`src/hdl/stv_ram.sv`:
```
`timescale 1ns / 1ps
// Generic single-write, single-read synchronous RAM with registered read data.
// No dependencies.
module stv_ram #(
  parameter int WIDTH = 8,
  parameter int DEPTH = 16
) (
  input  logic                     clk_i,
  input  logic                     we_i,
  input  logic [$clog2(DEPTH)-1:0] waddr_i,
  input  logic [WIDTH-1:0]         wdata_i,
  input  logic [$clog2(DEPTH)-1:0] raddr_i,
  output logic [WIDTH-1:0]         rdata_o
);

  logic [WIDTH-1:0] mem [DEPTH];

  always_ff @(posedge clk_i) begin
    if (we_i) begin
      mem[waddr_i] <= wdata_i;
    end
    rdata_o <= mem[raddr_i];
  end

endmodule

```
`config.mk`:
```
export PLATFORM = sky130hd
export DESIGN_NAME = stv_ram
export DESIGN_NICKNAME = d
export VERILOG_FILES = /design/src/hdl/stv_ram.sv
export SDC_FILE = /design/constraint.sdc
export NUM_CORES = 1
export LEC_CHECK = 0
export BUFFER_PORTS_ARGS = -buffer_cell sky130_fd_sc_hd__buf_2
export CAP_MARGIN = 25
export CORE_MARGIN = 1.5
export CORE_UTILIZATION = 35
export DETAILED_ROUTE_END_ITERATION = 7
export PLACE_DENSITY = 0.58
export SETUP_SLACK_MARGIN = 0.15
export SYNTH_ARGS = -nofsm -noshare
export SYNTH_HDL_FRONTEND = slang
export SYNTH_SLANG_ARGS = --single-unit
```
`constraint.sdc`:
```
create_clock -name clk_i -period 2.4 [get_ports clk_i]
set_input_delay 0.48 -clock clk_i [delete_from_list [all_inputs] [get_ports clk_i]]
set_output_delay 0.48 -clock clk_i [all_outputs]
set_load 0.005 [all_outputs]
```
======== After elaboration in Yosys (flattened, before gate mapping) ========
Memories as Yosys holds them, arrays and structs flattened. A register that Yosys moved wholly into a read port is not among the register bits.
Index checks and enable logic that the tools add are counted.
operators by class
  mux-type cells .......................... 2
operators by type and width
  cell     number
  $mux W1  2
word-level totals
  memories kept ........................... 1
  output and inout bits ................... 8
  RAM bits ................................ 128
  input bits .............................. 18
  logic and storage cells ................. 3
  bits in registers ....................... 0
memories
  name  words  bits a word  read ports  clocked after Yosys merged registers in  write ports  RTL line  RTL
  mem   16     8            1           1                                        1            16        logic [WIDTH-1:0] mem [DEPTH];

======== Depth between registers and ports, before layout ========
  depth after elaboration ................. 2
  gate-level depth with buffers ........... 5
  gate-level depth less buffers ........... 3

======== Worst setup path before layout ========
Ideal clock, no wire load.
  kind .................................... input to register
  start ................................... in waddr_i[2]
  end ..................................... mem mem[0][0], enable pin
  library setup time ...................... 0.383 ns
  setup slack ............................. 0.427 ns
  data arrival time ....................... 1.590 ns
  buffers on the path ..................... 0
  required time ........................... 2.017 ns
  cell stages on the path ................. 2
  cell sequence ........................... or3b_2 -> nor3_1
RTL lines
  what             RTL line  RTL
  start, declared  10        input logic [$clog2(DEPTH)-1:0] waddr_i,
  end, declared    16
Straight into the memory's write port.

==> metrics.cfg <==
[status]
outcome=completed

[die]
initial_core_util_pct=35.7
io_pins=26
fp.dieW_um=124
die_y_um=124
rows=44
die_area_um2=15400
core_area_um2=14400

[logic_synthesis]
syn_nets=247
synthesis.area_um2=5150
yosysWarningCount=0
ys_ff_latch=136
synth.avg_cell_area_um2=22.5
syn_inst=229
seq_area_frac_synth_pct=77.8
synth_cell_types=19

[sta]
hold_violations=0
finalCritPeriodShare_pct=64.4
finClkSkew_ps=8.18
maxSlewHeadroom_pct=72.6
setup_ws_ps=855
tightest_slew_ps=411
max_freq_mhz=647
setup_tns_ps=0
period_minus_slack_ps=1540
rsz0062_at_grt=no
finalSetupViolCount=0
drv_slew=0

[place]
portBuffers=25
place_ws_ps=399
placed_cells=448
dp_hpwl_mm=6.12
gp_congestion=0.713

[routing]
top_layer=met4
wl_met1_mm=4.43
wl_per_cell_um=20.8
via_per_inst=5.10
vias=2451
first_iter_violations=144
routed_wl_mm=9.99
routed-wl-met2_mm=4.61
drc=0
wl_met3_um=790
dr.pass1.iters=4
antenna_left=0

[cts]
postCtsResizedCells=0
hold_buffers=0
cts_buffers=17
htreeDepth=4
clk_path_buf_depth=2
worst_skew_pair.late_latency_ps=420
cts.root.buffer_cell=clkbuf_16
cts_tree=done
cts_setup_buffers=0
clkSinkCount=136
clk_pin_slew_ps=60

[finish]
nets=301
layout.cells.non_filler=481
drive_gt1_share_pct=31.4
area_delta_synth_final_pct=20.3
fillCellCount=1272

[worst_setup_path]
crit_path_start_kind=input port
cp.required_ps=2700
r2r_slack_ps=1040
arrival_ps=1840
end_kind=flip-flop
criticalPathCategory=input port to flip-flop
crit_fanout=32

[pwr]
ir_drop_mv=0.575
power_leakage_nw=2.11
pwr_density_cell_nw_per_um2=894

[global_routing]
grt_pass1_wl_mm=15.8
grt_max_degree=33
grt_usage_pct=14.3
antenna_found_initial=1
grt-ovfl-total=0
grt_pass1_vias=2653

[flow_run]
cap_violations=0

[min_path]
min_path_type=input port to flip-flop

==> cells by family (layout without fill, tap and decap cells) <==
| logic type | Yosys count | count (layout) | synth area share, % |
|---|---|---|---|
| simple gates | 35 | 35 | 3.18 |
| other cells | 0 | 1 | 0 |
| flops | 136 | 136 | 77.8 |
| compound gates | 16 | 16 | 2.33 |
| buf+inv | 10 | 77 | 1.68 |
| mux | 32 | 32 | 15.0 |
==> routing by layer <==
| metal | vias up | GRT usage, % |
|---|---|---|
| met2 | 72 | 21.0 |
| met5 | - | 0 |
| met4 | 0 | 5.07 |
| li1 | 1083 | - |
| met3 | 17 | 5.97 |
| met1 | 1279 | 19.2 |
==> cells in the mapped netlist, drive strengths merged <==
cell type	number	area [um^2]
a22oi	16	120
and2	1	6.26
and2b	1	7.51
buf	7	56.3
clkdlybuf4s25	3	30.0
dfxtp	8	160
edfxtp	128	3840
mux4	32	773
nand2	9	33.8
nand2b	2	12.5
nand3	1	5.00
nand3b	2	15.0
nor2	13	48.8
nor2b	1	6.26
nor3	4	20.0
or3b	1	8.76
==> layout make-up <==
cell class                      instances  area, um^2  area share, %
Sequential cell                       136        4000           64.6
Multi-Input combinational cell         83        1060           17.1
Clock buffer                           22         474           7.66
Timing Repair Buffer                   45         300           4.85
Tap cell                              184         230           3.72
Clock inverter                         10         126           2.04
Antenna cell                            1        2.50         0.0404
==> stage by stage <==
stage	power, mW	util, %	area, um^2	hold slack, ps
2_1_floorplan	2.85	-	5150	579
3_3_place_gp	2.96	38.8	5590	663
3_5_place_dp	2.97	38.8	5590	659
4_1_cts	5.58	42.9	6190	435
5_1_grt	5.71	42.9	6190	443
6_report	5.54	42.9	6190	444
==> report_power, final <==
part           switching (mW)  leakage, nW  internal (mW)  total, mW
logic                   0.135        0.586          0.108      0.243
clock network           0.921        0.297           1.70       2.62
registers              0.0151         1.22           2.66       2.67
total                    1.07         2.11           4.47       5.54
==> path summary, 6_finish.rpt <==
check                             from  cells past startpoint                   to
hold / removal              wdata_i[1]                      1  mem[8][1]$_DFFE_PP_
hold reg to reg   mem[12][6]$_DFFE_PP_                      3   rdata_o[6]$_DFF_P_
setup / recovery            raddr_i[0]                      5   rdata_o[5]$_DFF_P_
setup reg to reg   mem[1][5]$_DFFE_PP_                      3   rdata_o[5]$_DFF_P_
==> layout by cell type, fill, tap and decap left out, drive strengths merged <==
cell	netlist	routed
a22oi	16	16
and2	1	1
and2b	1	1
buf	7	45
bufinv	0	3
clkbuf	0	22
clkinv	0	6
clkinvlp	0	1
dfxtp	8	8
diode	0	1
edfxtp	128	128
mux4	32	32
nand2	9	9
nand2b	2	2
nand3	1	1
nand3b	2	2
nor2	13	13
nor2b	1	1
nor3	4	4
or3b	1	1
==> registers in the layout, indices dropped and copies added (netlist names) <==
name	flops
mem	128
rdata_o	8
==> critical path, stage by stage <==
cell,delay [ps]
buf_2,100
buf_12,260
mux4_1,590
a22oi_1,280
nand2_1,100
Note: power is estimated with default switching activity, not from simulation.
